## src/sv/fsic_pkg.sv

```systemverilog
// ============================================================================
// fsic_pkg - shared types, constants and tables of the fan speed controller
// Holds the microcode program, the set point table and the datapath widths.
// ============================================================================
package fsic_pkg;

  // Design constants
  localparam int SET_POINT_COUNT = 12;
  localparam int INTEGRATOR_BITS = 24;

  localparam int SP_SLOTS = 16;
  localparam int SP_IDX_W = 4;
  localparam int SP_W     = 13;
  localparam int SPEED_W  = 16;
  localparam int CYC_W    = 7;
  localparam int CAP_W    = 16;
  localparam int GAIN_W   = 16;
  localparam int SCALE_W  = 27;
  localparam int PULSE_W  = 8;
  localparam int CFG_W    = 27;
  localparam int CFG_IDX_W = 1;

  localparam int DIVIDEND_W = SCALE_W + CYC_W;
  localparam int DIV_CNT_W  = $clog2(DIVIDEND_W + 1);
  localparam int ERR_W      = SPEED_W + 1;
  localparam int PROD_W     = GAIN_W + 1 + ERR_W;
  localparam int ACC_W      = ((INTEGRATOR_BITS + 1 > PROD_W) ?
                               (INTEGRATOR_BITS + 1) : PROD_W) + 1;

  localparam int IN_DATA_W  = 40;
  localparam int OUT_DATA_W = 40;

  localparam logic [INTEGRATOR_BITS-1:0] INTEG_RESET =
    INTEGRATOR_BITS'(128) << (INTEGRATOR_BITS - PULSE_W);
  localparam logic [SP_IDX_W-1:0] SP_IDX_RESET = SP_IDX_W'(1);
  localparam logic [GAIN_W-1:0]   GAIN_RESET   = GAIN_W'(1000);
  localparam logic [SCALE_W-1:0]  SCALE_RESET  = SCALE_W'(90000000);

  // Configuration register indexes
  localparam logic [CFG_IDX_W-1:0] CFG_GAIN  = CFG_IDX_W'(0);
  localparam logic [CFG_IDX_W-1:0] CFG_SCALE = CFG_IDX_W'(1);

  // Microcode
  localparam int STEP_W = 4;
  typedef logic [STEP_W-1:0] step_t;

  localparam step_t ST_IDLE  = STEP_W'(0);
  localparam step_t ST_INIT  = STEP_W'(1);
  localparam step_t ST_CHECK = STEP_W'(2);
  localparam step_t ST_DIV   = STEP_W'(3);
  localparam step_t ST_SPEED = STEP_W'(4);
  localparam step_t ST_GAIN  = STEP_W'(5);
  localparam step_t ST_ACCUM = STEP_W'(6);
  localparam step_t ST_BTN   = STEP_W'(7);
  localparam step_t ST_FLT   = STEP_W'(8);
  localparam step_t ST_DONE  = STEP_W'(9);
  localparam step_t ST_RET   = STEP_W'(10);

  typedef enum logic [2:0] {
    OP_NOP,
    OP_INIT,
    OP_DIV,
    OP_SPEED,
    OP_GAIN,
    OP_ACCUM,
    OP_NEXT_SP,
    OP_FAULT
  } dp_op_e;

  typedef enum logic [2:0] {
    JMP_NONE,
    JMP_ALWAYS,
    JMP_NO_START,
    JMP_BUTTON,
    JMP_FAULT,
    JMP_DIV_MORE,
    JMP_OUT_BUSY
  } jmp_e;

  typedef struct packed {
    dp_op_e op;
    jmp_e   jmp;
    step_t  target;
    logic   emit;
  } ucode_t;

  typedef struct packed {
    dp_op_e op;
    logic   emit;
  } dp_ctrl_t;

  typedef struct packed {
    logic button;
    logic fault;
    logic div_more;
  } dp_status_t;

  function automatic ucode_t ucode_rom(step_t step);
    ucode_t w;
    w = '{op: OP_NOP, jmp: JMP_ALWAYS, target: ST_IDLE, emit: 1'b0};
    unique case (step)
      ST_IDLE:  w = '{op: OP_NOP,     jmp: JMP_NO_START, target: ST_IDLE, emit: 1'b0};
      ST_INIT:  w = '{op: OP_INIT,    jmp: JMP_BUTTON,   target: ST_BTN,  emit: 1'b0};
      ST_CHECK: w = '{op: OP_NOP,     jmp: JMP_FAULT,    target: ST_FLT,  emit: 1'b0};
      ST_DIV:   w = '{op: OP_DIV,     jmp: JMP_DIV_MORE, target: ST_DIV,  emit: 1'b0};
      ST_SPEED: w = '{op: OP_SPEED,   jmp: JMP_NONE,     target: ST_IDLE, emit: 1'b0};
      ST_GAIN:  w = '{op: OP_GAIN,    jmp: JMP_NONE,     target: ST_IDLE, emit: 1'b0};
      ST_ACCUM: w = '{op: OP_ACCUM,   jmp: JMP_ALWAYS,   target: ST_DONE, emit: 1'b0};
      ST_BTN:   w = '{op: OP_NEXT_SP, jmp: JMP_ALWAYS,   target: ST_DONE, emit: 1'b0};
      ST_FLT:   w = '{op: OP_FAULT,   jmp: JMP_NONE,     target: ST_IDLE, emit: 1'b0};
      ST_DONE:  w = '{op: OP_NOP,     jmp: JMP_OUT_BUSY, target: ST_DONE, emit: 1'b1};
      ST_RET:   w = '{op: OP_NOP,     jmp: JMP_ALWAYS,   target: ST_IDLE, emit: 1'b0};
      default:  w = '{op: OP_NOP,     jmp: JMP_ALWAYS,   target: ST_IDLE, emit: 1'b0};
    endcase
    return w;
  endfunction

  // Set point table; unused slots read zero
  function automatic logic [SP_W-1:0] set_point_rom(logic [SP_IDX_W-1:0] idx);
    logic [SP_W-1:0] v;
    v = '0;
    case (idx)
      4'd0:    v = SP_W'(2000);
      4'd1:    v = SP_W'(3000);
      4'd2:    v = SP_W'(4000);
      4'd3:    v = SP_W'(5000);
      4'd4:    v = SP_W'(6000);
      4'd5:    v = SP_W'(7000);
      4'd6:    v = SP_W'(8000);
      4'd7:    v = SP_W'(7000);
      4'd8:    v = SP_W'(6000);
      4'd9:    v = SP_W'(5000);
      4'd10:   v = SP_W'(4000);
      4'd11:   v = SP_W'(3000);
      default: v = '0;
    endcase
    return v;
  endfunction

endpackage

```

## src/sv/fsic_seq.sv

```systemverilog
// ============================================================================
// fsic_seq - microcode sequencer
// Step counter over the control program with conditional jumps.
// ============================================================================
module fsic_seq (
  input  logic                  clk_i,
  input  logic                  rst_ni,
  input  logic                  start_i,
  input  logic                  out_busy_i,
  input  fsic_pkg::dp_status_t  status_i,
  output fsic_pkg::dp_ctrl_t    ctrl_o,
  output logic                  idle_o
);

  fsic_pkg::step_t  step_q, step_d;
  fsic_pkg::ucode_t word;
  logic             take;

  always_comb begin
    word = fsic_pkg::ucode_rom(step_q);
    unique case (word.jmp)
      fsic_pkg::JMP_NONE:     take = 1'b0;
      fsic_pkg::JMP_ALWAYS:   take = 1'b1;
      fsic_pkg::JMP_NO_START: take = !start_i;
      fsic_pkg::JMP_BUTTON:   take = status_i.button;
      fsic_pkg::JMP_FAULT:    take = status_i.fault;
      fsic_pkg::JMP_DIV_MORE: take = status_i.div_more;
      fsic_pkg::JMP_OUT_BUSY: take = out_busy_i;
      default:                take = 1'b1;
    endcase
    step_d = take ? word.target : step_q + fsic_pkg::STEP_W'(1);
    ctrl_o.op   = word.op;
    // emit only on the pass that leaves the done step
    ctrl_o.emit = word.emit && !out_busy_i;
    idle_o      = (step_q == fsic_pkg::ST_IDLE);
  end

  always_ff @(posedge clk_i or negedge rst_ni) begin
    if (!rst_ni) begin
      step_q <= fsic_pkg::ST_IDLE;
    end else begin
      step_q <= step_d;
    end
  end

endmodule

```

## src/sv/fsic_dp.sv

```systemverilog
// ============================================================================
// fsic_dp - controller datapath
// Input latch, serial divider, gain multiplier, clamped integrator and
// set point index; all but the latch follow the current control word.
// ============================================================================
module fsic_dp (
  input  logic                                   clk_i,
  input  logic                                   rst_ni,
  input  fsic_pkg::dp_ctrl_t                     ctrl_i,
  input  logic                                   load_i,
  input  logic                                   func_i,
  input  logic [fsic_pkg::CYC_W-1:0]             num_cycles_i,
  input  logic [fsic_pkg::CAP_W-1:0]             first_capture_i,
  input  logic [fsic_pkg::CAP_W-1:0]             last_capture_i,
  input  logic [fsic_pkg::GAIN_W-1:0]            gain_i,
  input  logic [fsic_pkg::SCALE_W-1:0]           scale_i,
  output fsic_pkg::dp_status_t                   status_o,
  output logic [fsic_pkg::PULSE_W-1:0]           pulse_width_o,
  output logic [fsic_pkg::SPEED_W-1:0]           speed_rpm_o,
  output logic [fsic_pkg::SP_W-1:0]              set_point_rpm_o,
  output logic                                   period_fault_o
);

  localparam int IB  = fsic_pkg::INTEGRATOR_BITS;
  localparam int DW  = fsic_pkg::DIVIDEND_W;
  localparam int SW  = fsic_pkg::SPEED_W;
  localparam int CW  = fsic_pkg::CAP_W;
  localparam int AW  = fsic_pkg::ACC_W;

  logic                                button_q;
  logic [fsic_pkg::CYC_W-1:0]          cycles_q;
  logic [CW-1:0]                       diff_q;
  logic                                fault_q;
  logic [DW-1:0]                       quo_q;
  logic [CW-1:0]                       rem_q;
  logic [fsic_pkg::DIV_CNT_W-1:0]      cnt_q;
  logic [SW-1:0]                       speed_q;
  logic signed [fsic_pkg::ERR_W-1:0]   err_q;
  logic signed [fsic_pkg::PROD_W-1:0]  prod_q;
  logic [IB-1:0]                       integ_q;
  logic [fsic_pkg::SP_IDX_W-1:0]       sp_idx_q;

  logic [CW:0]                         trial;
  logic                                ge;
  logic [SW-1:0]                       speed_sat;
  logic [fsic_pkg::SP_W-1:0]           set_point;
  logic signed [fsic_pkg::ERR_W-1:0]   err_nxt;
  logic signed [fsic_pkg::PROD_W-1:0]  prod_nxt;
  logic signed [AW-1:0]                sum;
  logic [IB-1:0]                       integ_nxt;
  logic [fsic_pkg::SP_IDX_W:0]         sp_inc;

  always_comb begin
    set_point = fsic_pkg::set_point_rom(sp_idx_q);

    // restoring divide, one quotient bit per step
    trial = {rem_q, quo_q[DW-1]};
    ge    = (trial >= {1'b0, diff_q});

    if ((|quo_q[DW-1:SW]) || (&quo_q[SW-1:0])) begin
      speed_sat = '1;
    end else begin
      speed_sat = quo_q[SW-1:0] + SW'(1);
    end
    err_nxt  = $signed({1'b0, SW'(set_point)}) - $signed({1'b0, speed_sat});
    prod_nxt = $signed({1'b0, gain_i}) * err_q;

    sum = $signed({{(AW - IB){1'b0}}, integ_q}) + AW'(prod_q);
    if (sum[AW-1]) begin
      integ_nxt = '0;
    end else if (|sum[AW-2:IB]) begin
      integ_nxt = '1;
    end else begin
      integ_nxt = sum[IB-1:0];
    end

    sp_inc = {1'b0, sp_idx_q} + (fsic_pkg::SP_IDX_W + 1)'(1);

    status_o.button   = button_q;
    status_o.fault    = (diff_q == '0);
    status_o.div_more = (cnt_q != fsic_pkg::DIV_CNT_W'(1));

    pulse_width_o   = integ_q[IB-1 -: fsic_pkg::PULSE_W];
    speed_rpm_o     = speed_q;
    set_point_rpm_o = set_point;
    period_fault_o  = fault_q;
  end

  // working registers
  always_ff @(posedge clk_i) begin
    if (load_i) begin
      button_q <= func_i;
      cycles_q <= num_cycles_i;
      diff_q   <= first_capture_i - last_capture_i;
    end
    case (ctrl_i.op)
      fsic_pkg::OP_INIT: begin
        quo_q <= DW'(scale_i) * DW'(cycles_q);
        rem_q <= '0;
        cnt_q <= fsic_pkg::DIV_CNT_W'(DW);
      end
      fsic_pkg::OP_DIV: begin
        quo_q <= {quo_q[DW-2:0], ge};
        rem_q <= ge ? CW'(trial - {1'b0, diff_q}) : trial[CW-1:0];
        cnt_q <= cnt_q - fsic_pkg::DIV_CNT_W'(1);
      end
      fsic_pkg::OP_SPEED: begin
        err_q <= err_nxt;
      end
      fsic_pkg::OP_GAIN: begin
        prod_q <= prod_nxt;
      end
      default: begin
      end
    endcase
  end

  // architectural state
  always_ff @(posedge clk_i or negedge rst_ni) begin
    if (!rst_ni) begin
      fault_q  <= 1'b0;
      speed_q  <= '0;
      integ_q  <= fsic_pkg::INTEG_RESET;
      sp_idx_q <= fsic_pkg::SP_IDX_RESET;
    end else begin
      if (load_i) begin
        fault_q <= 1'b0;
      end
      case (ctrl_i.op)
        fsic_pkg::OP_SPEED:   speed_q <= speed_sat;
        fsic_pkg::OP_ACCUM:   integ_q <= integ_nxt;
        fsic_pkg::OP_FAULT:   fault_q <= 1'b1;
        fsic_pkg::OP_NEXT_SP: begin
          if (sp_inc >= (fsic_pkg::SP_IDX_W + 1)'(fsic_pkg::SET_POINT_COUNT)) begin
            sp_idx_q <= '0;
          end else begin
            sp_idx_q <= sp_inc[fsic_pkg::SP_IDX_W-1:0];
          end
        end
        default: begin
        end
      endcase
    end
  end

endmodule

```

## src/sv/fan_speed_integral_control.sv

```systemverilog
// ============================================================================
// fan_speed_integral_control - closed-loop fan speed controller
// Turns tach measurements into RPM and drives a clamped integral loop
// whose top bits set the PWM pulse width.
// ============================================================================
// Each input transfer yields exactly one output transfer. A tach item
// (tuser = 0) computes speed = tach_scale * num_cycles / capture_difference
// + 1, saturated at 65535, and adds integral_gain * (set point - speed) to a
// 24-bit integrator clamped to its range; a zero capture difference sets
// period_fault and leaves the loop state alone. A button item (tuser = 1)
// steps to the next of twelve set points, wrapping to the first. The input
// is ready again only once an item is through: a tach item runs the 34-step
// restoring divider, one quotient bit per cycle, while a faulted tach item
// and a button item skip it. The result sits in an output register, so the
// next item can be accepted while a result waits; the block only stalls at
// the end of an item if the previous result has not yet been taken.
// Configuration writes are registered and must be made while the block is
// idle.
// ============================================================================
module fan_speed_integral_control (
  input  logic                                clk_i,
  input  logic                                rst_ni,
  // input stream
  input  logic                                s_axis_tvalid,
  output logic                                s_axis_tready,
  // [6:0] num_cycles, [22:7] first_capture, [38:23] last_capture, [39] zero
  input  logic [fsic_pkg::IN_DATA_W-1:0]      s_axis_tdata,
  // [0] func (0 tach measurement, 1 button press)
  input  logic                                s_axis_tuser,
  // result stream
  output logic                                m_axis_tvalid,
  input  logic                                m_axis_tready,
  // [7:0] pulse_width, [23:8] speed_rpm, [36:24] set_point_rpm,
  // [37] period_fault, [39:38] zero
  output logic [fsic_pkg::OUT_DATA_W-1:0]     m_axis_tdata,
  // configuration write port
  input  logic                                cfg_we_i,
  input  logic [fsic_pkg::CFG_IDX_W-1:0]      cfg_addr_i,
  input  logic [fsic_pkg::CFG_W-1:0]          cfg_wdata_i
);

  logic [fsic_pkg::GAIN_W-1:0]  gain_q;
  logic [fsic_pkg::SCALE_W-1:0] scale_q;

  logic                  idle;
  logic                  start;
  logic                  out_busy;
  fsic_pkg::dp_ctrl_t    ctrl;
  fsic_pkg::dp_status_t  status;

  logic [fsic_pkg::PULSE_W-1:0] pulse_width;
  logic [fsic_pkg::SPEED_W-1:0] speed_rpm;
  logic [fsic_pkg::SP_W-1:0]    set_point_rpm;
  logic                         period_fault;

  logic                              m_valid_q;
  logic [fsic_pkg::OUT_DATA_W-1:0]   m_data_q;

  // Accept a new item only while the sequencer waits at its first step
  assign s_axis_tready = idle;
  assign start         = s_axis_tvalid && idle;

  // Hold at the done step while the previous result is still pending
  assign out_busy = m_valid_q && !m_axis_tready;

  // Configuration registers
  always_ff @(posedge clk_i or negedge rst_ni) begin
    if (!rst_ni) begin
      gain_q  <= fsic_pkg::GAIN_RESET;
      scale_q <= fsic_pkg::SCALE_RESET;
    end else if (cfg_we_i) begin
      unique case (cfg_addr_i)
        fsic_pkg::CFG_GAIN:  gain_q  <= cfg_wdata_i[fsic_pkg::GAIN_W-1:0];
        fsic_pkg::CFG_SCALE: scale_q <= cfg_wdata_i[fsic_pkg::SCALE_W-1:0];
        default: begin
        end
      endcase
    end
  end

  fsic_seq u_seq (
    .clk_i      (clk_i),
    .rst_ni     (rst_ni),
    .start_i    (start),
    .out_busy_i (out_busy),
    .status_i   (status),
    .ctrl_o     (ctrl),
    .idle_o     (idle)
  );

  fsic_dp u_dp (
    .clk_i           (clk_i),
    .rst_ni          (rst_ni),
    .ctrl_i          (ctrl),
    .load_i          (start),
    .func_i          (s_axis_tuser),
    .num_cycles_i    (s_axis_tdata[6:0]),
    .first_capture_i (s_axis_tdata[22:7]),
    .last_capture_i  (s_axis_tdata[38:23]),
    .gain_i          (gain_q),
    .scale_i         (scale_q),
    .status_o        (status),
    .pulse_width_o   (pulse_width),
    .speed_rpm_o     (speed_rpm),
    .set_point_rpm_o (set_point_rpm),
    .period_fault_o  (period_fault)
  );

  // Output register: load on emit, drop once the transfer completes
  always_ff @(posedge clk_i or negedge rst_ni) begin
    if (!rst_ni) begin
      m_valid_q <= 1'b0;
    end else if (ctrl.emit) begin
      m_valid_q <= 1'b1;
    end else if (m_axis_tready) begin
      m_valid_q <= 1'b0;
    end
  end

  always_ff @(posedge clk_i) begin
    if (ctrl.emit) begin
      m_data_q <= {2'b00, period_fault, set_point_rpm, speed_rpm, pulse_width};
    end
  end

  assign m_axis_tvalid = m_valid_q;
  assign m_axis_tdata  = m_data_q;

endmodule

```

## config.mk

```make
export PLATFORM = sky130hd
export DESIGN_NAME = fan_speed_integral_control
export DESIGN_NICKNAME = d
export VERILOG_FILES = /design/src/sv/fsic_pkg.sv /design/src/sv/fsic_seq.sv /design/src/sv/fsic_dp.sv /design/src/sv/fan_speed_integral_control.sv
export SDC_FILE = /design/constraint.sdc
export NUM_CORES = 2
export LEC_CHECK = 0
export ABC_AREA = 1
export BUFFER_PORTS_ARGS = -buffer_cell sky130_fd_sc_hd__buf_2
export CAP_MARGIN = 10
export CORE_MARGIN = 4
export CORE_UTILIZATION = 45
export DETAILED_ROUTE_END_ITERATION = 10
export GPL_ROUTABILITY_DRIVEN = 1
export MAX_ROUTING_LAYER = met4
export SLEW_MARGIN = 30
export SYNTH_ARGS = -nofsm -noshare
export SYNTH_HDL_FRONTEND = slang
export SYNTH_HIERARCHICAL = 1
export SYNTH_SLANG_ARGS = --single-unit
```

## constraint.sdc

```tcl
create_clock -name clk_i -period 5.9 [get_ports clk_i]
set_input_delay 0.295 -clock clk_i [delete_from_list [all_inputs] [get_ports clk_i]]
set_output_delay 0.295 -clock clk_i [all_outputs]
set_load 0.01 [all_outputs]
```

* Yosys cells after proc, flatten, opt, wreduce, memory -nomap -nowiden
Memory sizes are Yosys's and may differ from the RTL's.
Index checks and enable logic that the tools add are counted.
** Storage, ports and cells
- Register bits after elaboration :: 262
- ROM bits :: 336
- Input port bits :: 74
- Output and inout port bits :: 42
- Word-level logic and storage cells :: 77
- Memories kept :: 2
** Memory list
- (no name shown) :: words 16, bits a word 11, rd ports 1, clocked after memory_dff 0, wr ports 0, RTL line fsic_pkg.sv:101 : unique case (step)
- (no name shown) :: words 16, bits a word 10, rd ports 1, clocked after memory_dff 0, wr ports 0, RTL line fsic_pkg.sv:122 : case (idx)
** Cells by class
- Add/subtract/negate cells :: 8
- $mul :: 2
- Magnitude comparators :: 2
- Equality and inequality tests :: 13
- Muxes and demuxes :: 14
- Bitwise gates (word level) :: 1
- Reductions and logical operators :: 18
** Operator list (number)
- $pmux W34 S2 :: 1
- $mux W24 :: 2
- $add A25 B34 Y35 :: 1
- $mul A17 B17 Y34 :: 1
- $mul A27 B7 Y34 :: 1
- $mux W16 :: 2
- $pmux W16 S2 :: 1
- $sub A16 B16 Y16 :: 2
- $eq A3 B3 Y1 const B :: 7
- $reduce_or A18 Y1 :: 1
- $ge A17 B16 Y1 :: 1
- $sub A13 B16 Y17 :: 1
- $add A16 B1 Y16 const B :: 1
- $logic_not A16 Y1 :: 1
- $reduce_and A16 Y1 :: 1
- $eq A3 B2 Y1 const B :: 4
- $pmux W6 S2 :: 1
- $reduce_or A10 Y1 :: 1
- $mux W4 :: 2
- $ne A6 B1 Y1 const B :: 1
- $pmux W1 S6 :: 1
- $reduce_bool A2 Y1 :: 3
- $sub A6 B1 Y6 const B :: 1
- $add A4 B1 Y5 const B :: 1
- 11 further kinds :: 19

* Depth between registers and ports, before layout
- Word-level depth :: 5
- Depth in mapped cells :: 29
- Gate-level depth less buffers :: 27

* By module
Netlist, hierarchy kept.
** By module, submodules not included
- fsic_dp :: times used 1, cells an instance 3608, area each 27525.1 um2, seq. area each 5062.4 um2
- fan_speed_integral_control :: times used 1, cells an instance 234, area each 2986.6 um2, seq. area each 2263.4 um2
- fsic_seq :: times used 1, cells an instance 72, area each 505.5 um2, seq. area each 100.1 um2

* Worst setup path after synthesis
Ideal clock, no wire load.
- Path type :: register to register
- Start point :: register gain_q[7] (netlist bit)
- End point :: register u_dp/prod_q[29] (netlist bit) (data pin)
- Setup time :: 0.259 ns
- Arrival time :: 5.575 ns
- Data required time :: 5.641 ns
- Slack :: 0.066 ns
- Stages on the path, launching flop included :: 25
- Path buffers :: 2
- Period minus slack after synthesis :: 5.834 ns
- Cell sequence :: dfstp_2 -> clkbuf_1 -> clkbuf_1 -> nand2_1 -> fa_1 -> inv_1 -> fa_1 -> inv_1 -> fa_1 -> inv_1 -> fa_1 -> fa_1 -> inv_1 -> fa_1 -> inv_1 -> ha_1 -> a21oi_1 -> o21ai_0 -> nand2_1 -> o211ai_1 -> o21bai_1 -> a21oi_1 -> o21ai_0 -> nand2_1 -> nand2_1
** On the way
- Cells in the longest elaborated chain, start to end :: 1
** Ends and longest elaborated chain
- from (decl) :: RTL line fan_speed_integral_control.sv:42 : logic [fsic_pkg::GAIN_W-1:0] gain_q;
- from (signal assigned) :: RTL line fan_speed_integral_control.sv:69 : gain_q <= fsic_pkg::GAIN_RESET;
- from (signal assigned) :: RTL line fan_speed_integral_control.sv:73 : fsic_pkg::CFG_GAIN: gain_q <= cfg_wdata_i[fsic_pkg::GAIN_W-1:0];
- $mul A17 B17 Y34 :: RTL line fsic_dp.sv:66 : prod_nxt = $signed({1'b0, gain_i}) * err_q;
- net u_dp.prod_nxt (one bit) :: RTL line fsic_dp.sv:48 : logic signed [fsic_pkg::PROD_W-1:0] prod_nxt;
- to (signal assigned) :: RTL line fsic_dp.sv:111 : prod_q <= prod_nxt;
- to (decl) :: RTL line fsic_dp.sv:39 : logic signed [fsic_pkg::PROD_W-1:0] prod_q;
The timed path passes the listed nets, and every way through them passes these cells.
A chain may end at the register's enable or synchronous reset.

* Final worst setup path
- Start point :: register gain_q[5] (netlist bit)
- End point :: register u_dp/prod_q[25] (netlist bit) (data pin)
The elaborated chain is that of the path after synthesis.

==> qor.csv <==
metric,value,unit
outcome,completed,
crit_path_start_kind,flip-flop,
grt_pass1_vias,24500,
synth_top_area_share,0.217,
cts-htree-levels,2,
synth_area,0.0310,mm²
drt-initial-drc-count,1251,
ios,116,
drc,0,
slew_headroom,0.398,
ctsRootBufferMaster,clkbuf_16,
final_antenna_net_count,0,
cp.required,6.19,ns
yosysMostFrequentCell,nand2_1,
skew,0.0456,ns
clock_latency,0.57,ns
cp-end-kind,flip-flop,
dpl_cell_area,0.0327,mm²
path_class,reg2reg,
drive_above_1_share,0.108,
synth_fa_ha_area_frac,0.321,
synthesis.instances,3914,
postLayoutCellArea,0.0348,mm²
diodes,0,
yosys_most_used_dff,edfxtp_1,
vias,24400,
nNetsFinal,4730,
die_h,271,µm
synthTopCellsByArea,"fa_1, edfxtp_1, nand2_1",
numPortBuffers,112,
multi_input_area,0.0197,mm²
post-route-period-util,0.968,
fmax,0.175,GHz
cts_made_buffers,34,
netlist_top_cells_count,"nand2_1, inv_1, fa_1",
synth_warnings,6,
final_cells,4960,
maxCapViolations,0,
synth_edf_count,169,
finalSetupViolCount,0,
grt_antenna_before_repair,0,
max_slew.worst_pin.slew,0.902,ns
synth_area_leader_cell,fa_1,
synth_cell_types,57,
dieWidth,271,µm
grt_max_degree,57,
grt-ovfl-total,0,
synth_xor_area_frac,0.0319,
ys_ff_latch,262,
synth-simple-area-share,0.210,
viasPerCell,4.93,
dp_worst_setup_slack,0.00654,ns
timing.hold.ws,0.141,ns
yosysSeqAreaShare,0.239,
synth_top_family_by_area,adder cells,
fillCellCount,6599,
drv_slew,0,
async_flop_share,0.355,
grt.total_usage,0.210,
muxShareOfSynthArea,0,
crit_fanout,5,
placedCellCount,4838,
rows,95,
grt_pass1_wl,123000,µm
area_growth,12.2,%
synth_compound_area_frac,0.0650,
cts_tree,yes,
hold_path.class,in2reg,
core,0.0678,mm²
wl_per_cell,15.1,µm
routed_wirelength,74800,µm
fin_ws,0.187,ns
initial_core_util,0.458,
gp_congestion,0.902,
rsz0062_at_grt,true,
regArea,0.00745,mm²
period_minus_slack,5.71,ns
cp.arrival,6.00,ns
place_hpwl,60600,µm
finalHoldViolCount,0,
die_area,0.0732,mm²
drtPass1Iterations,7,
clock-sinks,262,
synth_area_per_cell,7.92,µm²
path_clk_slew,0.06,ns
ctsLongestPathBuffers,3,
## state kept, by name (all words and copies together), names as in the netlist
| name | cells |
|---|---|
| u_dp/rem_q | 16 |
| u_dp/period_fault_o | 1 |
| u_dp/cnt_q | 6 |
| m_axis_tdata | 38 |
| u_seq/step_q | 4 |
| m_axis_tvalid | 1 |
| u_dp/sp_idx_q | 4 |
| u_dp/button_q | 1 |
| u_dp/diff_q | 16 |
| gain_q | 16 |
| u_dp/cycles_q | 7 |
| u_dp/integ_q | 24 |
| u_dp/err_q | 17 |
| scale_q | 27 |
| u_dp/speed_rpm_o | 16 |
| u_dp/prod_q | 34 |
| u_dp/quo_q | 34 |
## metal layers
layer,up-vias,part of all wire,routed length (µm),track usage
met4,0,0.020,1530,0.0477
met2,341,0.53,39600,0.381
met5,-,0,0,-
met1,11800,0.42,31600,0.253
li1,12200,-,-,-
met3,87,0.028,2110,0.0194
## worst paths after layout
path	start	end	slack [ns]	cells past startpoint
worst max register to register	gain_q[5]	u_dp/prod_q[25]	0.19	26
worst min-delay path	s_axis_tdata[23]	u_dp/diff_q[0]	0.14	3
max in group asynchronous	rst_ni	gain_q[4]	4.38	3
min in group asynchronous	rst_ni	u_dp/integ_q[5]	0.24	2
worst min register to register	u_dp/speed_rpm_o[6]	m_axis_tdata[14]	0.45	0
worst max-delay path	gain_q[5]	u_dp/prod_q[25]	0.19	26
## cells in the final DEF, fill, tap and decap left out, drive strengths merged, types with 2 or more instances in the layout
| master | instances |
|---|---|
| a21o | 9 |
| bufinv | 4 |
| dfstp | 19 |
| nand2 | 1087 |
| a221oi | 4 |
| ha | 258 |
| a211oi | 2 |
| o21bai | 24 |
| conb | 5 |
| o21a | 5 |
| o211ai | 4 |
| dfrtp | 74 |
| inv | 915 |
| o221ai | 3 |
| nor4 | 7 |
| xor2 | 66 |
| o31ai | 4 |
| nor2 | 178 |
| nand4 | 30 |
| edfxtp | 169 |
| and3 | 3 |
| o21ai | 118 |
| a21oi | 152 |
| dlygate4sd3 | 37 |
| clkbuf | 45 |
| clkinv | 10 |
| o22ai | 4 |
| buf | 213 |
| nor3 | 24 |
| xnor2 | 47 |
| a31oi | 19 |
| fa | 336 |
| or2 | 19 |
| nand3b | 11 |
| a22oi | 2 |
| nand3 | 167 |
| and2 | 2 |
| a21boi | 8 |
## timing repair
action | CTS | global route
resized for setup | 3 | 72
setup buffers | 0 | 23
setup endpoints to repair | 5 | 13
pin swaps | 0 | 23
endpoints found under the hold margin | 83 | 0
hold buffers | 37 | 0
## worst max-delay path, stage by stage, from the launching register on
cell      delay (ns)
dfstp_4         0.50
buf_6           0.13
nand2_2         0.06
inv_2           0.04
fa_1            0.52
inv_2           0.05
fa_1            0.54
inv_2           0.04
fa_1            0.54
inv_2           0.04
fa_1            0.47
inv_1           0.05
fa_1            0.52
inv_2           0.05
fa_1            0.51
inv_2           0.05
ha_4            0.26
a21oi_4         0.14
inv_2           0.06
a31oi_4         0.14
o21ai_2         0.09
a21oi_2         0.20
o21ai_2         0.09
nand2_1         0.07
inv_2           0.04
o21bai_1        0.16
nand2_1         0.07
## metrics by stage
| stage | util | setup TNS, ns |
|---|---|---|
| 2_1_floorplan | - | 0 |
| 3_3_place_gp | 0.483 | 0 |
| 3_5_place_dp | 0.483 | 0 |
| 4_1_cts | 0.506 | 0 |
| 5_1_grt | 0.514 | -0.152 |
| 6_report | 0.514 | 0 |
## final cells by class
cell class,instances,share of cell area
clock buffer,44,0.0273
tap,873,0.0314
timing repair buffer,251,0.0551
multi-input combinational,2600,0.567
clock inverter,17,0.00708
sequential,262,0.214
inverter,913,0.0985
## cell families after synthesis
group	count (synthesis)
buffers and inverters	1055
DFF	262
and+or+nand+nor	1529
adders and majority gates	594
AOI/OAI and AO/OA	359
xor gates and xnor gates	113
other	2
Power is left out: the tool's default activity adds up to more than one toggle a clock period on the data nets, which glitch-free logic cannot reach.
